==> src/sv/pse_pkg.sv <==
package pse_pkg;

  // field and datapath widths
  localparam int COORD_WIDTH = 24;
  localparam int FRAC_BITS   = 16;
  localparam int VW          = COORD_WIDTH + 8;
  localparam int MAG_W       = COORD_WIDTH + 2;
  localparam int SUM_W       = 2 * MAG_W + 2;
  localparam int ROOT_W      = MAG_W + 1;
  localparam int Q_BITS      = 24;
  localparam int K_W         = Q_BITS + 1;
  localparam int PROD_W      = VW + K_W;

  // request queue between front and back
  localparam int QDEPTH = 4;
  localparam int QPTR_W = $clog2(QDEPTH);
  localparam int QCNT_W = $clog2(QDEPTH + 1);

  typedef logic signed [VW-1:0]     val_t;
  typedef logic signed [PROD_W-1:0] prod_t;
  typedef logic signed [K_W-1:0]    kq_t;
  typedef logic [MAG_W-1:0]         mag_t;
  typedef logic [ROOT_W-1:0]        root_t;

  // fixed point constants
  localparam val_t ONE_FX  = val_t'(longint'(1) << FRAC_BITS);
  localparam val_t HALF_FX = val_t'(longint'(1) << (FRAC_BITS - 1));
  localparam val_t R375_FX = val_t'(longint'(3) << (FRAC_BITS - 3));
  localparam val_t R125_FX = val_t'(longint'(1) << (FRAC_BITS - 3));
  localparam val_t R02_FX  = val_t'(((longint'(1) << (FRAC_BITS + 1)) + 5) / 10);
  localparam val_t HS_FX   = HALF_FX - R02_FX;

  // irrational constants with 24 fraction bits
  localparam kq_t K866_Q  = kq_t'(14529495);
  localparam kq_t K577_Q  = kq_t'(9686330);
  localparam kq_t INRAD_Q = kq_t'(7264748);
  localparam kq_t CONE_Q  = kq_t'(7502999);

  localparam longint QHALF_L = longint'(1) << (Q_BITS - 1);
  localparam longint INRAD_L =
    ((longint'(1) << FRAC_BITS) * longint'(INRAD_Q) + QHALF_L) >>> Q_BITS;
  localparam longint LIM_L   = (INRAD_L * longint'(K577_Q) + QHALF_L) >>> Q_BITS;
  localparam val_t INRAD_FX  = val_t'(INRAD_L);
  localparam val_t LIM_FX    = val_t'(LIM_L);

  // output rails
  localparam val_t OUT_MAX = val_t'((longint'(1) << (COORD_WIDTH - 1)) - 1);
  localparam val_t OUT_MIN = -OUT_MAX - val_t'(1);

  typedef enum logic [2:0] {
    SH_SPHERE   = 3'd0,
    SH_CUBE     = 3'd1,
    SH_TORUS    = 3'd2,
    SH_CYLINDER = 3'd3,
    SH_CONE     = 3'd4,
    SH_HEX      = 3'd5,
    SH_RCUBE    = 3'd6,
    SH_NONE     = 3'd7
  } shape_t;

  typedef struct packed {
    shape_t                        kind;
    logic signed [COORD_WIDTH-1:0] x;
    logic signed [COORD_WIDTH-1:0] y;
    logic signed [COORD_WIDTH-1:0] z;
  } item_t;

  typedef struct packed {
    logic empty;
    logic full;
  } q_status_t;

  // data carried alongside a root computation
  typedef struct packed {
    logic   valid;
    shape_t kind;
    val_t   y;
    val_t   extra;
    val_t   r1;
    logic   cone_mid;
    prod_t  cprod;
  } side_t;

  function automatic val_t abs_v(input val_t v);
    return (v < 0) ? -v : v;
  endfunction

  function automatic val_t max_v(input val_t a, input val_t b);
    return (a > b) ? a : b;
  endfunction

  function automatic val_t max0(input val_t v);
    return (v > 0) ? v : val_t'(0);
  endfunction

  function automatic val_t min0(input val_t v);
    return (v < 0) ? v : val_t'(0);
  endfunction

  function automatic mag_t mag_of(input val_t v);
    val_t m;
    m = abs_v(v);
    return m[MAG_W-1:0];
  endfunction

  // divide by 2^24, halves away from zero
  function automatic val_t rnd_q(input prod_t v);
    prod_t m;
    m = (v < 0) ? -v : v;
    m = (m + (prod_t'(1) <<< (Q_BITS - 1))) >>> Q_BITS;
    return (v < 0) ? val_t'(-m) : val_t'(m);
  endfunction

endpackage

==> src/sv/pse_queue.sv <==
module pse_queue (
  input  logic                clk,
  input  logic                rst,
  input  logic                push,
  input  pse_pkg::item_t      push_item,
  input  logic                pop,
  output pse_pkg::item_t      pop_item,
  output pse_pkg::q_status_t  stat
);

  pse_pkg::item_t                  mem [pse_pkg::QDEPTH];
  logic [pse_pkg::QPTR_W-1:0]      wr_ptr;
  logic [pse_pkg::QPTR_W-1:0]      rd_ptr;
  logic [pse_pkg::QCNT_W-1:0]      cnt;

  // storage
  always_ff @(posedge clk) begin
    if (push) begin
      mem[wr_ptr] <= push_item;
    end
  end

  // pointers and fill count
  always_ff @(posedge clk) begin
    if (rst) begin
      wr_ptr <= '0;
      rd_ptr <= '0;
      cnt    <= '0;
    end else begin
      if (push) begin
        wr_ptr <= (wr_ptr == pse_pkg::QPTR_W'(pse_pkg::QDEPTH - 1)) ? '0 : wr_ptr + 1'b1;
      end
      if (pop) begin
        rd_ptr <= (rd_ptr == pse_pkg::QPTR_W'(pse_pkg::QDEPTH - 1)) ? '0 : rd_ptr + 1'b1;
      end
      if (push && !pop) begin
        cnt <= cnt + 1'b1;
      end else if (pop && !push) begin
        cnt <= cnt - 1'b1;
      end
    end
  end

  assign pop_item   = mem[rd_ptr];
  assign stat.empty = (cnt == '0);
  assign stat.full  = (cnt == pse_pkg::QCNT_W'(pse_pkg::QDEPTH));

endmodule

==> config.mk <==
export PLATFORM = sky130hd
export DESIGN_NAME = pse_queue
export DESIGN_NICKNAME = d
export VERILOG_FILES = /design/src/sv/pse_pkg.sv /design/src/sv/pse_queue.sv
export SDC_FILE = /design/constraint.sdc
export NUM_CORES = 1
export LEC_CHECK = 0
export CAP_MARGIN = 5
export CORE_MARGIN = 2
export CORE_UTILIZATION = 56
export DETAILED_ROUTE_END_ITERATION = 7
export DONT_BUFFER_PORTS = 1
export HOLD_SLACK_MARGIN = 0.1
export MAX_ROUTING_LAYER = met4
export PLACE_DENSITY = 0.74
export SYNTH_ARGS = -nofsm -noshare
export SYNTH_HDL_FRONTEND = slang
export SYNTH_SLANG_ARGS = --single-unit
export TNS_END_PERCENT = 50
==> constraint.sdc <==
create_clock -name clk -period 2.65 [get_ports clk]
set_clock_uncertainty 0.05 [all_clocks]
set_input_delay 0.53 -clock clk [delete_from_list [all_inputs] [get_ports clk]]
set_output_delay 0.53 -clock clk [all_outputs]
set_load 0.1 [all_outputs]
==> results_dict.tcl <==
set metrics [dict create \
    status "completed" \
    hpwlAfterDp_mm 12.33 \
    fin_nets 678 \
    cp_max_fo 6 \
    vias 5049 \
    io_pins 156 \
    cts_max_level 1 \
    min_period_ns 2.646 \
    overflow 0 \
    hold_violations 0 \
    cts_buffers 29 \
    final_util_pct 73.63 \
    cap_violations 0 \
    drive_above_1_share_pct 31.43 \
    clock_sinks 309 \
    die_w_um 145.8 \
    synth_top_cell_by_area "edfxtp_1" \
    drtAntennaViolNets 0 \
    crit_required_ns 2.07 \
    die-area_um2 21250 \
    cts-root-buf "clkbuf_16" \
    final_cells 880 \
    grt_pass1_vias 5516 \
    finalSetupViolations 0 \
    seq_area_frac_synth_pct 81.62 \
    power.density_nw_per_um2 847.4 \
    async_flop_share_pct 0 \
    critPathTopFamily "multiplexers" \
    dr.pass1.iters 4 \
    synthCells 435 \
    reg2reg_slack_ns 0.85 \
    end_kind "primary output" \
    yosys_register_bits 309 \
    cts_tree "built" \
    synthesis.nets 521 \
    dp.cells 741 \
    cp_slowest_cell "mux4_2" \
    hold_path.class "in -> reg" \
    vdd_ir_drop_max_v 0.0007273 \
    critPathBufInv 3 \
    rows 51 \
    path_cells "buf_4 > buf_6 > mux4_2 > buf_12" \
    antenna_found_initial 1 \
    synth_top_cell_area_share_pct 80.02 \
    worstSetupPathType "reg -> out" \
    clk_pin_slew_ns 0.06 \
    crit_arrival_ns 2.07 \
    drc 0 \
    fin_tns_setup_ns 0 \
    drt_iter0_drc 322 \
    p_leak_nw 4.751 \
    ys.flop_type "edfxtp_1" \
    routabilityCongestion 0.7077 \
    areaGrowthSynthToFinish_pct 28.13 \
    period_share_pct 99.84 \
    startpoint_type "register" \
    synth-warning-count 0 \
    synth_area_leaders "edfxtp_1 (80%), mux4_2 (15%), dfxtp_1 (1.6%)" \
    r2r-start "wr_ptr[0]" \
    portBuffers 0 \
    syn_area_um2 11260 \
    place_area_um2 12540 \
    synthDistinctLibCells 19 \
    grt_first_pass_wirelength_mm 32.82 \
    wl_per_cell_um 25.00 \
    clk_latency_ns 0.52 \
    viasPerCell 5.738 \
    slowest_delay_ns 0.56 \
    final_cell_area_um2 14430 \
    cts_buffer_depth 3 \
    worst_pin_slew_ns 0.5536 \
    grt_max_degree 60 \
    slew_violations 0 \
    core_um2 19590 \
    rsz0062_at_grt "true" \
    postSynthAreaPerCell_um2 25.88 \
    die_h_um 145.8 \
    max_slew_margin_pct 63.18 \
    wl_mm 22.00 \
    synth_most_common_cell "edfxtp_1" \
    timing.fmax_mhz 378.0 \
    worstHoldStart "push" \
    track_usage_pct 21.06 \
    start_util_pct 57.47 \
    synthTopCellsByCount "edfxtp_1 (300), mux4_2 (75), dfxtp_1 (9)" \
    synth_edf_count 300 \
]
-- layer usage --
metal / vias up / share of wire [%] / track usage (%)
met1: 2674 / 39 / 26.34
met4: 0 / 1.7 / 5.098
met3: 34 / 6.1 / 4.608
li1: 2181 / - / -
met2: 160 / 53 / 35.68
met5: - / 0 / -
-- kinds of logic after synthesis --
kind of cell             share of synthesized area (%)
flip-flops                                       81.62
adder cells (fa/ha/maj)                         0.8446
buffers and inverters                            1.200
AND/OR/NAND/NOR                                 0.6890
multiplexers                                     15.36
AO/OA/AOI/OAI                                   0.1333
XOR/XNOR                                        0.1556
-- layout make-up --
| class | count | area, um^2 |
|---|---|---|
| inverters | 4 | 15.01 |
| clock inverters | 12 | 161.4 |
| well taps | 265 | 331.6 |
| clock buffers | 41 | 810.8 |
| diodes | 1 | 2.502 |
| flip-flops and latches | 309 | 9196 |
| repair buffers | 142 | 1941 |
| multi-input cells | 106 | 1967 |
| fillers | 1063 | 5165 |
-- repair_timing --
item / 4_1_cts / 5_1_grt
gates resized for setup: 1 / 1
hold buffers: 76 / 0
gates cloned: 0 / 4
endpoints found under the hold margin: 309 / 0
setup endpoints to repair: 66 / 66
setup buffers: 2 / 3
-- placed cells by master (no fill, tap or decap), drive strengths merged, types with 6 or more instances in the layout --
master / count
clkinv: 7
dlygate4sd3: 76
mux4: 75
dfxtp: 9
buf: 63
edfxtp: 300
clkbuf: 44
nor2: 7
ha: 6
-- stage by stage --
stage / hold WS, ns / power (W) / worst slack (ns)
2_1_floorplan: 0.4201 / 0.007407 / -0.1347
3_3_place_gp: 0.4646 / 0.007936 / 0.3698
3_5_place_dp: 0.4940 / 0.007975 / 0.3587
4_1_cts: 0.1101 / 0.01226 / -0.06301
5_1_grt: 0.1211 / 0.01257 / -0.05911
6_report: 0.1286 / 0.01222 / 0.004157
-- final timing paths --
path | end | depth (start not counted)
setup reg to reg | mem[3][20] | 3
hold reg to reg | register | 2
setup / recovery | pop_item[31] | 4
hold / removal | wr_ptr[0] | 2
-- registers in the layout (all words and copies together), names as in the netlist, named ones only --
name    cells
wr_ptr      2
rd_ptr      2
cnt         3
mem       300
-- power breakdown --
group | switching (W) | total (W) | leakage (nW) | internal (W)
Combinational | 0.00165 | 0.00237 | 1.44 | 0.000723
Clock | 0.00166 | 0.00418 | 0.477 | 0.00251
Sequential | 0.0000820 | 0.00568 | 2.83 | 0.00560
Total | 0.00339 | 0.0122 | 4.75 | 0.00883
Power figures use the tool's default switching activity.
